**src/rtl/fiv_pkg.sv**
```systemverilog
// shared types, constants and the byte-wide crc step for the firmware image verifier
// no dependencies; the input stage, check core and top level import this package
package fiv_pkg;

   localparam logic [31:0] CRC_POLY     = 32'hEDB88320;
   localparam logic [31:0] CRC_ALL_ONES = 32'hFFFFFFFF;
   localparam logic [31:0] MAGIC_RESET  = 32'hDEADBEEF;

   typedef enum logic [1:0] {
      VERDICT_OK        = 2'd0,
      VERDICT_BAD_MAGIC = 2'd1,
      VERDICT_CRC_FAIL  = 2'd2
   } verdict_type;

   typedef struct packed {
      logic [7:0] image_byte;
      logic       first_byte;
   } req_payload_type;

   typedef struct packed {
      verdict_type verdict;
      logic [31:0] computed_crc;
      logic [31:0] image_version;
      logic [31:0] payload_length;
   } rsp_payload_type;

   // word held in the input register, handed to the check core
   typedef struct packed {
      logic            valid;
      req_payload_type data;
   } stage_type;

   // reflected crc-32, one byte unrolled into eight bit steps
   function automatic logic [31:0] crc_byte(input logic [31:0] crc, input logic [7:0] b);
      logic [31:0] c;
      c = crc ^ {24'd0, b};
      for (int k = 0; k < 8; k++) begin
         c = (c >> 1) ^ (c[0] ? CRC_POLY : 32'd0);
      end
      return c;
   endfunction

endpackage

```
**src/rtl/fiv_stream_if.sv**
```systemverilog
// valid/ready stream channel with a typed payload
// no dependencies; the payload type is given at instantiation
interface fiv_stream_if #(parameter type payload_type = logic);
   logic        valid;
   logic        ready;
   payload_type payload;

   modport source (output valid, output payload, input ready);
   modport sink   (input valid, input payload, output ready);
endinterface

```
**src/rtl/fiv_input_stage.sv**
```systemverilog
// input register of the verifier: holds one accepted word until the core takes it
// depends on fiv_pkg and fiv_stream_if
module fiv_input_stage (
   input  logic                clock,
   input  logic                reset,
   fiv_stream_if.sink          req_chan,
   input  logic                advance,
   output fiv_pkg::stage_type  stage
);
   import fiv_pkg::*;

   logic            valid_ff, valid_in;
   req_payload_type data_ff, data_in;
   logic            take;

   // a new word enters whenever the register is empty or drains this cycle
   assign req_chan.ready = !valid_ff || advance;
   assign take           = req_chan.valid && req_chan.ready;

   always_comb begin
      valid_in = valid_ff;
      data_in  = data_ff;
      if (take) begin
         valid_in = 1'b1;
         data_in  = req_chan.payload;
      end else if (advance) begin
         valid_in = 1'b0;
      end
   end

   always_ff @(posedge clock) begin
      if (reset) begin
         valid_ff <= 1'b0;
      end else begin
         valid_ff <= valid_in;
      end
      data_ff <= data_in;
   end

   assign stage.valid = valid_ff;
   assign stage.data  = data_ff;
endmodule

```
**src/rtl/fiv_check_core.sv**
```systemverilog
// header parse, crc update and verdict register of the verifier
// depends on fiv_pkg and fiv_stream_if
module fiv_check_core (
   input  logic               clock,
   input  logic               reset,
   input  fiv_pkg::stage_type stage,
   input  logic               csr_wr_en,
   input  logic [31:0]        csr_wr_data,
   output logic               advance,
   fiv_stream_if.source       rsp_chan
);
   import fiv_pkg::*;

   typedef enum logic [1:0] {
      PH_HEADER  = 2'd0,
      PH_PAYLOAD = 2'd1,
      PH_DONE    = 2'd2,
      PH_SPARE   = 2'd3
   } phase_type;

   phase_type       phase_ff, phase_in, cur_phase;
   logic [3:0]      hcount_ff, hcount_in, cur_hcount;
   logic [31:0]     assembly_ff, assembly_in, cur_assembly;
   logic [31:0]     version_ff, version_in, cur_version;
   logic [31:0]     length_ff, length_in, cur_length;
   logic [31:0]     stored_ff, stored_in, cur_stored;
   logic [31:0]     crc_ff, crc_in, cur_crc;
   logic [31:0]     pcount_ff, pcount_in, cur_pcount;
   logic [31:0]     magic_ff, magic_in;
   logic            out_valid_ff, out_valid_in;
   rsp_payload_type out_ff, out_in;
   logic            emit;
   rsp_payload_type result;
   logic [31:0]     word_new;
   logic [31:0]     crc_next;
   logic [31:0]     pcount_next;
   logic            mark;

   assign advance = stage.valid && (!out_valid_ff || rsp_chan.ready);
   assign mark    = stage.data.first_byte;

   always_comb begin
      // a mark drops all progress before the byte is used
      cur_phase    = mark ? PH_HEADER    : phase_ff;
      cur_hcount   = mark ? 4'd0         : hcount_ff;
      cur_assembly = mark ? 32'd0        : assembly_ff;
      cur_version  = mark ? 32'd0        : version_ff;
      cur_length   = mark ? 32'd0        : length_ff;
      cur_stored   = mark ? 32'd0        : stored_ff;
      cur_crc      = mark ? CRC_ALL_ONES : crc_ff;
      cur_pcount   = mark ? 32'd0        : pcount_ff;

      word_new    = {stage.data.image_byte, cur_assembly[31:8]};
      crc_next    = crc_byte(cur_crc, stage.data.image_byte);
      pcount_next = cur_pcount + 32'd1;

      phase_in    = cur_phase;
      hcount_in   = cur_hcount;
      assembly_in = cur_assembly;
      version_in  = cur_version;
      length_in   = cur_length;
      stored_in   = cur_stored;
      crc_in      = cur_crc;
      pcount_in   = cur_pcount;
      emit        = 1'b0;
      result.verdict        = VERDICT_OK;
      result.computed_crc   = 32'd0;
      result.image_version  = cur_version;
      result.payload_length = cur_length;

      unique case (cur_phase)
         PH_HEADER: begin
            assembly_in = word_new;
            hcount_in   = cur_hcount + 4'd1;
            if (cur_hcount == 4'd3) begin
               if (word_new != magic_ff) begin
                  emit           = 1'b1;
                  phase_in       = PH_DONE;
                  result.verdict = VERDICT_BAD_MAGIC;
               end
            end else if (cur_hcount == 4'd7) begin
               version_in = word_new;
            end else if (cur_hcount == 4'd11) begin
               length_in = word_new;
            end else if (cur_hcount == 4'd15) begin
               stored_in = word_new;
               phase_in  = PH_PAYLOAD;
               pcount_in = 32'd0;
               crc_in    = CRC_ALL_ONES;
               // empty payload: crc of no bytes is zero
               if (cur_length == 32'd0) begin
                  emit           = 1'b1;
                  phase_in       = PH_DONE;
                  result.verdict = (word_new == 32'd0) ? VERDICT_OK : VERDICT_CRC_FAIL;
               end
            end
         end
         PH_PAYLOAD: begin
            crc_in    = crc_next;
            pcount_in = pcount_next;
            if (pcount_next == cur_length) begin
               emit                = 1'b1;
               phase_in            = PH_DONE;
               result.computed_crc = crc_next ^ CRC_ALL_ONES;
               result.verdict      = ((crc_next ^ CRC_ALL_ONES) == cur_stored) ?
                                     VERDICT_OK : VERDICT_CRC_FAIL;
            end
         end
         PH_DONE, PH_SPARE: begin
         end
      endcase
   end

   always_comb begin
      magic_in = csr_wr_en ? csr_wr_data : magic_ff;
      out_in   = out_ff;
      if (advance && emit) begin
         out_valid_in = 1'b1;
         out_in       = result;
      end else if (rsp_chan.ready) begin
         out_valid_in = 1'b0;
      end else begin
         out_valid_in = out_valid_ff;
      end
   end

   always_ff @(posedge clock) begin
      if (reset) begin
         phase_ff     <= PH_HEADER;
         hcount_ff    <= 4'd0;
         assembly_ff  <= 32'd0;
         version_ff   <= 32'd0;
         length_ff    <= 32'd0;
         stored_ff    <= 32'd0;
         crc_ff       <= CRC_ALL_ONES;
         pcount_ff    <= 32'd0;
         magic_ff     <= MAGIC_RESET;
         out_valid_ff <= 1'b0;
      end else begin
         if (advance) begin
            phase_ff    <= phase_in;
            hcount_ff   <= hcount_in;
            assembly_ff <= assembly_in;
            version_ff  <= version_in;
            length_ff   <= length_in;
            stored_ff   <= stored_in;
            crc_ff      <= crc_in;
            pcount_ff   <= pcount_in;
         end
         magic_ff     <= magic_in;
         out_valid_ff <= out_valid_in;
      end
      out_ff <= out_in;
   end

   assign rsp_chan.valid   = out_valid_ff;
   assign rsp_chan.payload = out_ff;
endmodule

```
**src/rtl/firmware_image_verifier_unit.sv**
```systemverilog
// top level of the firmware image verifier: input register, check core, csr port
// depends on fiv_pkg, fiv_stream_if, fiv_input_stage and fiv_check_core
//
//   port       dir   word                                   when
//   req_chan   in    image_byte, first_byte                  valid & ready
//   rsp_chan   out   verdict, computed_crc, version, length  valid & ready
//   csr_wr_*   in    expected_magic                          csr_wr_en
//
// one byte per cycle while rsp_chan is not stalled; a byte is held in the input register,
// then the crc step and header decode run combinationally into the result register.
// a verdict is valid on rsp_chan once its last byte has passed both registers.
// a stalled result holds the core, and the input register then fills and drops ready.
// synchronous reset clears progress and loads the magic register with 0xdeadbeef.
module firmware_image_verifier_unit (
   input  logic        clock,
   input  logic        reset,
   fiv_stream_if.sink   req_chan,
   fiv_stream_if.source rsp_chan,
   input  logic        csr_wr_en,
   input  logic [31:0] csr_wr_data
);
   import fiv_pkg::*;

   stage_type stage;
   logic      advance;

   fiv_input_stage u_input (
      .clock    (clock),
      .reset    (reset),
      .req_chan (req_chan),
      .advance  (advance),
      .stage    (stage)
   );

   fiv_check_core u_core (
      .clock       (clock),
      .reset       (reset),
      .stage       (stage),
      .csr_wr_en   (csr_wr_en),
      .csr_wr_data (csr_wr_data),
      .advance     (advance),
      .rsp_chan    (rsp_chan)
   );
endmodule
```
**src/flat_wrapper.sv**
```systemverilog
// flat-port wrapper written by rule: the top's interface ports become plain ports
module firmware_image_verifier_unit_flat import fiv_pkg::*;
  (clock, reset, csr_wr_en, csr_wr_data, req_chan_valid, req_chan_payload, req_chan_ready, rsp_chan_valid, rsp_chan_payload, rsp_chan_ready);
  fiv_stream_if req_chan_i ();
  fiv_stream_if rsp_chan_i ();
  input  logic clock;
  input  logic reset;
  input  logic csr_wr_en;
  input  logic [31:0] csr_wr_data;
  input wire logic [$bits(req_chan_i.valid)-1:0] req_chan_valid;
  input wire logic [$bits(req_chan_i.payload)-1:0] req_chan_payload;
  output wire logic [$bits(req_chan_i.ready)-1:0] req_chan_ready;
  output wire logic [$bits(rsp_chan_i.valid)-1:0] rsp_chan_valid;
  output wire logic [$bits(rsp_chan_i.payload)-1:0] rsp_chan_payload;
  input wire logic [$bits(rsp_chan_i.ready)-1:0] rsp_chan_ready;
  assign req_chan_i.valid = req_chan_valid;
  assign req_chan_i.payload = req_chan_payload;
  assign req_chan_ready = req_chan_i.ready;
  assign rsp_chan_valid = rsp_chan_i.valid;
  assign rsp_chan_payload = rsp_chan_i.payload;
  assign rsp_chan_i.ready = rsp_chan_ready;
  firmware_image_verifier_unit u_core (.clock(clock), .reset(reset), .req_chan(req_chan_i), .rsp_chan(rsp_chan_i), .csr_wr_en(csr_wr_en), .csr_wr_data(csr_wr_data));
endmodule
```
**config.mk**
```make
export PLATFORM = sky130hd
export DESIGN_NAME = firmware_image_verifier_unit_flat
export DESIGN_NICKNAME = d
export VERILOG_FILES = /design/src/rtl/fiv_pkg.sv /design/src/rtl/fiv_stream_if.sv /design/src/rtl/fiv_input_stage.sv /design/src/rtl/fiv_check_core.sv /design/src/rtl/firmware_image_verifier_unit.sv /design/src/flat_wrapper.sv
export SDC_FILE = /design/constraint.sdc
export NUM_CORES = 1
export LEC_CHECK = 0
export BUFFER_PORTS_ARGS = -buffer_cell sky130_fd_sc_hd__buf_2
export CAP_MARGIN = 15
export CORE_MARGIN = 10
export CORE_UTILIZATION = 50
export DETAILED_ROUTE_END_ITERATION = 7
export PLACE_DENSITY = 0.69
export SYNTH_ARGS = -nofsm -noshare
export SYNTH_HDL_FRONTEND = slang
export SYNTH_SLANG_ARGS = --single-unit
export TNS_END_PERCENT = 10
```
**constraint.sdc**
```tcl
create_clock -name clock -period 5.35 [get_ports clock]
set_input_delay 0.8025 -clock clock [delete_from_list [all_inputs] [get_ports clock]]
set_output_delay 0.8025 -clock clock [all_outputs]
set_load 0.05 [all_outputs]
```
After elaboration in Yosys (flattened, before gate mapping)
Cells that the tools add are included.
{"block": "word_totals", "ff_bits": 130, "inputBits": 38, "out_inout_bits": 3, "word_cells": 66}
{"block": "op_classes", "addsub": 2, "eq_ne": 7, "muxes": 36, "n_reduce_logical": 11}
{"op": "$mux 32", "count": 12}
{"op": "$pmux 32 s2", "count": 1}
{"op": "$add 32x1->32 const B", "count": 1}
{"op": "$eq 32x32->1", "count": 1}
{"op": "$logic_not 32->1", "count": 1}
{"op": "$ne 24x32->1", "count": 1}
{"op": "$mux 2", "count": 8}
{"op": "$mux 1", "count": 11}
{"op": "$eq 4x4->1 const B", "count": 2}
{"op": "$mux 4", "count": 2}
{"op": "$add 4x1->4 const B", "count": 1}
{"op": "$eq 4x2->1 const B", "count": 1}
{"op": "$eq 4x3->1 const B", "count": 1}
{"op": "$pmux 2 s2", "count": 1}
{"op": "$reduce_bool 2->1", "count": 2}
{"op": "$logic_and 1x1->1", "count": 3}
{"op": "$eq 2x1->1 const B", "count": 1}
{"op": "$logic_not 1->1", "count": 2}
{"op": "$logic_not 2->1", "count": 1}
{"op": "$logic_or 1x1->1", "count": 2}
{"op": "$pmux 1 s2", "count": 1}

Logic depth before layout (Yosys ltp)
Gate-level depths: netlist of the first run.
{"block": "depth", "ltp_word": 10, "mapped_depth": 16, "mapped_depth_nobuf": 10}

Modules after synthesis
A second synthesis of the first run with hierarchy kept.
{"block": "unflattened", "hier_cells": 943, "hier_area_um2": 7517.2}
{"module": "fiv_check_core", "n_inst": 1, "cells_each": 927, "area_per_inst_um2": 7360.8, "seq_area_each_um2": 2572.5}
{"module": "fiv_input_stage", "n_inst": 1, "cells_each": 16, "area_per_inst_um2": 156.4, "seq_area_each_um2": 50.0}

Worst setup path after synthesis of the first run
OpenSTA, ideal clock, no wires.
{"block": "synth_path", "kind": "reg2reg", "startpoint": "reg u_core.u_input.data_ff, in the netlist u_core.u_input.stage[0]", "endpoint": "reg u_core.u_core.out_ff, in the netlist u_core.u_core.rsp_chan.payload, enable pin", "setup_time_ns": 0.291, "t_arrival_ns": 3.941, "required_ns": 5.059, "slack_ns": 1.118, "path_stages_with_launch": 16, "path_buffers": 5, "synth_period_minus_slack_ns": 4.232, "path_cell_list": "edfxtp_1 > clkbuf_1 > clkbuf_1 > buf_1 > clkbuf_1 > clkbuf_1 > nor2b_1 > ha_1 > and4_1 > and2_1 > xnor2_1 > a211o_1 > or4_1 > nor4_2 > a31oi_1 > inv_1"}
{"block": "synth_between", "elab_chain_cells": 9, "word_cells_on_any_way": 24, "cone_classes": "add/sub: 1; eq/ne: 7; mux: 13; reduce/logical: 3"}
{"element": "start, declared", "line": "fiv_input_stage.sv:13", "rtl": "req_payload_type data_ff, data_in;"}
{"element": "start signal, assigned", "line": "fiv_input_stage.sv:37", "rtl": "data_ff <= data_in;"}
{"element": "parallel branches: the longest is 7 deep, another holds $add 32x1->32"}
{"element": "$pmux 1 s2 (*)", "line": "fiv_check_core.sv:71", "rtl": "unique case (cur_phase)"}
{"element": "$logic_and 1x1->1 (*)", "line": "fiv_check_core.sv:117", "rtl": "if (advance && emit) begin"}
{"element": "end signal, assigned", "line": "fiv_check_core.sv:153", "rtl": "out_ff <= out_in;"}
{"element": "end, declared", "line": "fiv_check_core.sv:31", "rtl": "rsp_payload_type out_ff, out_in;"}
Every way passes the cells marked *. The select of a mux whose other input is x is not followed.
A chain may end at the register's enable or synchronous reset.

Final worst setup path of the first run
Same ends and word-level chain as after synthesis.

==> results of run 1 <==
cell families (layout without fill, tap and decap cells):
group,count (synthesis),after routing,share of synthesized area
DFF,130,130,0.378
and+or+nand+nor,362,362,0.286
adders and majority gates,2,2,0.00360
muxes,9,9,0.0130
AOI/OAI and AO/OA,230,230,0.214
xor gates and xnor gates,51,51,0.0643
buffers and inverters,75,94,0.0416
cells in the mapped netlist (19+ instances only):
| master | instances |
|---|---|
| and3_1 | 23 |
| a21oi_1 | 73 |
| clkbuf_1 | 52 |
| dfxtp_1 | 128 |
| nand3_1 | 25 |
| o21ai_0 | 39 |
| a22oi_1 | 27 |
| a211o_1 | 26 |
| and2_1 | 23 |
| a31oi_1 | 19 |
| xnor2_1 | 35 |
| nor3_1 | 23 |
| nand2_1 | 37 |
| nor2_1 | 100 |
| nor2b_1 | 36 |
power groups by stage:
stage | Sequential [µW] | Clock [µW] | Combinational (µW)
3_5_place_dp | 1030 | 0 | 130
5_1_grt | 1010 | 1190 | 144
3_3_place_gp | 1030 | 0 | 126
2_1_floorplan | 1020 | 0 | 92.1
6_report | 1010 | 1130 | 131
4_1_cts | 1010 | 1150 | 130
sequential cells by signal, indices dropped and copies added (netlist names):
signal / count
u_core.u_core.assembly_ff: 24
u_core.u_core.hcount_ff: 4
u_core.u_core.length_ff: 32
u_core.u_core.magic_ff: 32
u_core.u_core.pcount_ff: 32
u_core.u_core.phase_ff: 2
u_core.u_core.rsp_chan.payload: 1
u_core.u_core.rsp_chan.valid: 1
u_core.u_input.stage: 1
u_core.u_input.valid_ff: 1
area by class of cell:
class	count	share of cell area
Multi-Input combinational cell	654	0.519
Sequential cell	130	0.337
Clock buffer	19	0.0557
Timing Repair Buffer	48	0.0338
Tap cell	180	0.0290
Clock inverter	12	0.0174
Inverter	15	0.00724
metrics by stage:
step / worst slack (ps) / hold WS, ps / total power, µW / util / instances
2_1_floorplan: 1120 / 445 / 1110 / - / 859
3_3_place_gp: 1640 / 464 / 1150 / 0.525 / 1027
3_5_place_dp: 1500 / 472 / 1160 / 0.525 / 1027
4_1_cts: 1470 / 480 / 2280 / 0.567 / 1058
5_1_grt: 1250 / 504 / 2340 / 0.567 / 1058
6_report: 1480 / 474 / 2270 / 0.567 / 1058
layer usage:
metal	global-route usage	wire [µm]	share of wire
met5	0	0	0
met1	0.282	9280	0.44
met3	0.0511	1170	0.056
met4	0.0800	542	0.026
met2	0.365	9980	0.48
critical path, delay by kind of cell, from the launching register on:
| family | cells | cell delay, ps |
|---|---|---|
| fa+ha+maj | 1 | 310 |
| simple gates | 4 | 1330 |
| buf+inv | 1 | 100 |
| compound gates | 3 | 1070 |
| xor+xnor | 1 | 120 |
| flops | 1 | 640 |
worst paths after layout:
path,slack (ps),startpoint,endpoint,cells past startpoint
worst min register to register,470,u_core.u_core.hcount_ff[1],u_core.u_core.hcount_ff[1],2
worst min-delay path,470,u_core.u_core.hcount_ff[1],u_core.u_core.hcount_ff[1],2
worst max register to register,1480,u_core.u_input.stage[0],u_core.u_core.rsp_chan.payload,10
worst max-delay path,1480,u_core.u_input.stage[0],u_core.u_core.rsp_chan.payload,10
==> flow_summary_export.csv, run 1 <==
group,metric,value,unit
power_and_ir_drop,sw_power,548,µW
job,drv_cap,0,
logic_synthesis,syn_area_per_cell,8.09,µm²
global_route,initial_antenna_violation_count,0,
clocking,clock_tree.htree_level_count,4,
detailed_routing,routed_via_density,6.19,
worst_setup_path,critical_path.startpoint_type,"flop",
worst_setup_path,critical_path_arrival,4010,ps
logic_synthesis,ys_seq_area_frac,0.378,
power_and_ir_drop,powerDensity,292,nW/µm²
power_and_ir_drop,switching_share,0.241,
worst_setup_path,worst_path_largest_cell_delay,640,ps
detailed_routing,dr.pass1.iters,5,
outcome,outcome,"finished, final reports clean",
die,die-height,138,µm
die,io_pins,41,
finish,postLayoutCellArea,7770,µm²
logic_synthesis,netlist.top_cell.by_area,"dfxtp_1",
worst_setup_path,worst-path-max-fanout,17,
logic_synthesis,syn-instance-count,859,
detailed_routing,totalWireLength,21000,µm
worst_hold_path,worst_hold_class,"flop to flop",
die,core.rowCount,43,
global_route,global_route.overflow_total,0,
worst_setup_path,cp-end-kind,"flop",
sta,report.final.hold_viol_count,0,
finish,synthToLayoutAreaGrowth,11.9,%
logic_synthesis,synthArstFlopShare,0,
finish,layout.area.seq,2620,µm²
place,place.gp.congestion,0.975,
clocking,tritoncts.num_buffers,17,
sta,setup-tns-final,0,ps
die,die-width,138,µm
die,start_util,0.506,
finish,final_cell_mix,"dfxtp_1 (128), nor2_1 (100), a21oi_1 (73), buf_2 (39), o21ai_0 (38)",
sta,worst-slew-pin-transition,1090,ps
logic_synthesis,ys.flop_type,"dfxtp_1",
finish,multi_input_area,4040,µm²
clocking,post-cts-setup-buffers,0,
clocking,tritoncts,"done",
logic_synthesis,synth.top_cell.area_share,0.369,
sta,final.period_utilization,0.724,
detailed_routing,via_count,6548,
logic_synthesis,synth.lib_cells_used.distinct,59,
detailed_routing,routedWlPerCell,19.8,µm
detailed_routing,count_of_routing_violations_after_the_opening_detailed_route_iteration,620,
clocking,worst_setup_hold_path_clk_slew,60,ps
logic_synthesis,warnings_synthesis,0,
logic_synthesis,synth.ff_latch_count,130,
worst_setup_path,cp.required,5490,ps
finish,num-fill-cells,1281,
sta,final_max_slew_viol_count,0,
finish,n_antenna_cell,0,
place,placed_cell_area,7200,µm²
die,die_area,19000,µm²
sta,rsz_0062_raised_after_global_routing,"no",
logic_synthesis,synth_area,6950,µm²
power_and_ir_drop,share_clk_of_total_power,0.499,
power_and_ir_drop,power_frac_comb,0.058,
clocking,postCtsResizedCells,0,
sta,fin_skew,7.71,ps
finish,fin_nets,906,
power_and_ir_drop,worst_ir_drop_vdd,0.402,mV
global_route,grt_pass1_vias,6099,
clocking,cts-root-to-sink-buffers,2,
sta,period_needed,3870,ps
place,numPortBuffers,40,
logic_synthesis,edff_count_synth,2,
worst_setup_path,path_cells,"nor2b_1, ha_1, and4_1, nand4_1, nor4_2, xnor2_1, a2111oi_0, a41o_1, a31oi_1, inv_1",
sta,worst_slew_margin_rel,0.273,
global_route,track_usage,0.223,
worst_setup_path,critical_path_top_delay_cell,"edfxtp_1",
global_route,largest_net_degree_at_the_start_of_global_routing,80,
sta,max_freq,0.258,GHz
logic_synthesis,synthTopCellsByArea,"dfxtp_1 (37%), nor2_1 (5.4%), a21oi_1 (5.3%)",
place,place_hpwl,14900,µm
detailed_routing,drc,0,
power_and_ir_drop,p_int,1720,µW
power_and_ir_drop,power.static_leakage,0.00287,µW
global_route,first_pass_grt_wire_length,33400,µm
clocking,cts_sinks,130,
finish,layout.cells.most_common,"dfxtp_1",
sta,setup_viol,0,
clocking,ctsRootBufferMaster,"clkbuf_16",
finish,layout-drive-gt1-share,0.0945,
clocking,clock_latency,420,ps
detailed_routing,drt.antenna.violating_nets,0,
die,core,13700,µm²
worst_setup_path,path_class,"flop to flop",
power_and_ir_drop,p_seq_frac,0.443,
logic_synthesis,synth_nets,899,
clocking,holdBufCountCts,0,
(Power assumes the default switching activity.)
==> inputs of run 2 (changes only) <==
PLACE_DENSITY = 0.71   (was 0.69)
clock period = 3.3 ns   (was 5.35 ns; I/O delays follow)
==> flow_summary_export.csv, run 2 (synthesis gave the netlist of run 1 again) <==
group,metric,value,unit
outcome,outcome,"finished, final reports clean",
clocking,holdBufCountCts,0,
place,placed_cells,1069,
detailed_routing,count_of_routing_violations_after_the_opening_detailed_route_iteration,637,
die,die_area,19000,µm²
die,core,13700,µm²
global_route,largest_net_degree_at_the_start_of_global_routing,76,
global_route,grt_pass1_vias,6159,
worst_setup_path,critical_path.startpoint_type,"flop",
sta,final_max_slew_viol_count,0,
worst_setup_path,path_class,"flop to flop",
worst_setup_path,worst-path-max-fanout,6,
job,drv_cap,0,
finish,finish.cell_count_without_fillers,1101,
power_and_ir_drop,powerDensity,470,nW/µm²
clocking,clock_tree.htree_level_count,4,
global_route,global_route.overflow_total,0,
global_route,track_usage,0.208,
place,place.gp.congestion,0.955,
clocking,tritoncts,"done",
worst_setup_path,cp-end-kind,"flop",
finish,n_antenna_cell,0,
clocking,clock_latency,440,ps
worst_setup_path,reg2reg_depth,10,
die,start_util,0.506,
clocking,cts_sinks,130,
place,dp_slack,22.7,ps
sta,max_freq,0.311,GHz
sta,setup_viol,0,
detailed_routing,routedWlPerCell,17.8,µm
detailed_routing,totalWireLength,19600,µm
detailed_routing,routed_via_density,6.03,
finish,layout-drive-gt1-share,0.144,
sta,period_needed,3220,ps
sta,hold_ws,263,ps
finish,num-fill-cells,1253,
clocking,cts-root-to-sink-buffers,2,
clocking,postCtsResizedCells,0,
finish,synthToLayoutAreaGrowth,18.0,%
finish,layout_top_registers,"u_core.u_core.length_ff: 32 flops, u_core.u_core.magic_ff: 32 flops, u_core.u_core.pcount_ff: 32 flops",
global_route,initial_antenna_violation_count,0,
detailed_routing,dr.pass1.iters,5,
sta,final.period_utilization,0.975,
sta,worst-slew-pin-transition,965,ps
finish,fin_nets,948,
place,place_hpwl,13700,µm
die,core.rowCount,43,
place,numPortBuffers,40,
finish,final_cell_mix,"dfxtp_1 (128), nor2_1 (99), a21oi_1 (73), buf_4 (50), buf_2 (39)",
sta,worst_slew_margin_rel,0.356,
worst_setup_path,cp.required,3440,ps
finish,layout.cells.most_common,"dfxtp_1",
die,die-width,138,µm
clocking,worst_setup_hold_path_clk_slew,60,ps
power_and_ir_drop,power.static_leakage,0.00315,µW
worst_hold_path,timing.hold.worst_path_depth,2,
detailed_routing,drt.antenna.violating_nets,0,
global_route,first_pass_grt_wire_length,31700,µm
clocking,post-cts-setup-buffers,0,
sta,final_critical_path_setup_slack,82.0,ps
sta,report.final.hold_viol_count,0,
sta,fin_skew,15.9,ps
worst_hold_path,worst_hold_class,"input port to flop",
die,io_pins,41,
detailed_routing,drc,0,
power_and_ir_drop,worst_ir_drop_vdd,0.559,mV
clocking,ctsRootBufferMaster,"clkbuf_16",
detailed_routing,via_count,6643,
worst_setup_path,critical_path_arrival,3360,ps
clocking,tritoncts.num_buffers,17,
die,die-height,138,µm
-- run 2: cell types whose count changed in the layout (fill, tap and decap cells not counted), moves of 2 or more --
cell,delta
buf_4,+41
inv_6,+7
nor4_4,+3
clkbuf_1,-2
clkinv_2,-2
nor4_1,-2
-- run 2: worst paths after layout --
path                                    from                        endpoint  slack, ps
hold / removal               csr_wr_data[31]      u_core.u_core.magic_ff[31]        260
setup / recovery     u_core.u_input.stage[0]  u_core.u_core.rsp_chan.payload         80
setup reg to reg     u_core.u_input.stage[0]  u_core.u_core.rsp_chan.payload         80
hold reg to reg   u_core.u_core.hcount_ff[1]      u_core.u_core.hcount_ff[1]        480
-- run 2: report_power, final --
group          internal, µW  switching [µW]  total (µW)
Sequential             1600            26.8        1630
Combinational          90.8             132         223
Clock                  1210             787        2000
-- run 2: cell type report --
type	count	area [µm²]	share of cell area
clock buffer	17	425	0.0519
timing repair buffer	90	591	0.0720
tap	180	225	0.0275
multi-input combinational	654	4080	0.498
clock inverter	15	194	0.0237
inverter	15	56.3	0.00687
sequential	130	2620	0.320
-- run 2: metrics by stage --
stage	cell area [µm²]	utilization	power, µW	setup TNS (ps)
global route	8200	0.598	3960	-10.8
CTS	8160	0.595	3870	0
detailed placement	7540	0.550	1880	0
floorplan	7010	-	1810	-498
global placement	7540	0.550	1880	0
finish	8200	0.598	3850	0
-- run 2: critical path, stage by stage (launching register included) --
cell and delay, ps:
edfxtp_1 510, nor2b_1 180, ha_2 210, nand4_1 220, nor2_2 240, a21oi_1 100
a211o_1 230, or4_1 570, nor4_4 390, a31oi_1 190, inv_1 90
-- run 2: routing by layer --
metal,track usage,part of all wire,up-vias
li1,-,-,3257
met1,0.279,0.47,3120
met2,0.316,0.45,229
met3,0.0486,0.052,37
met4,0.0794,0.022,0
met5,0,0,-
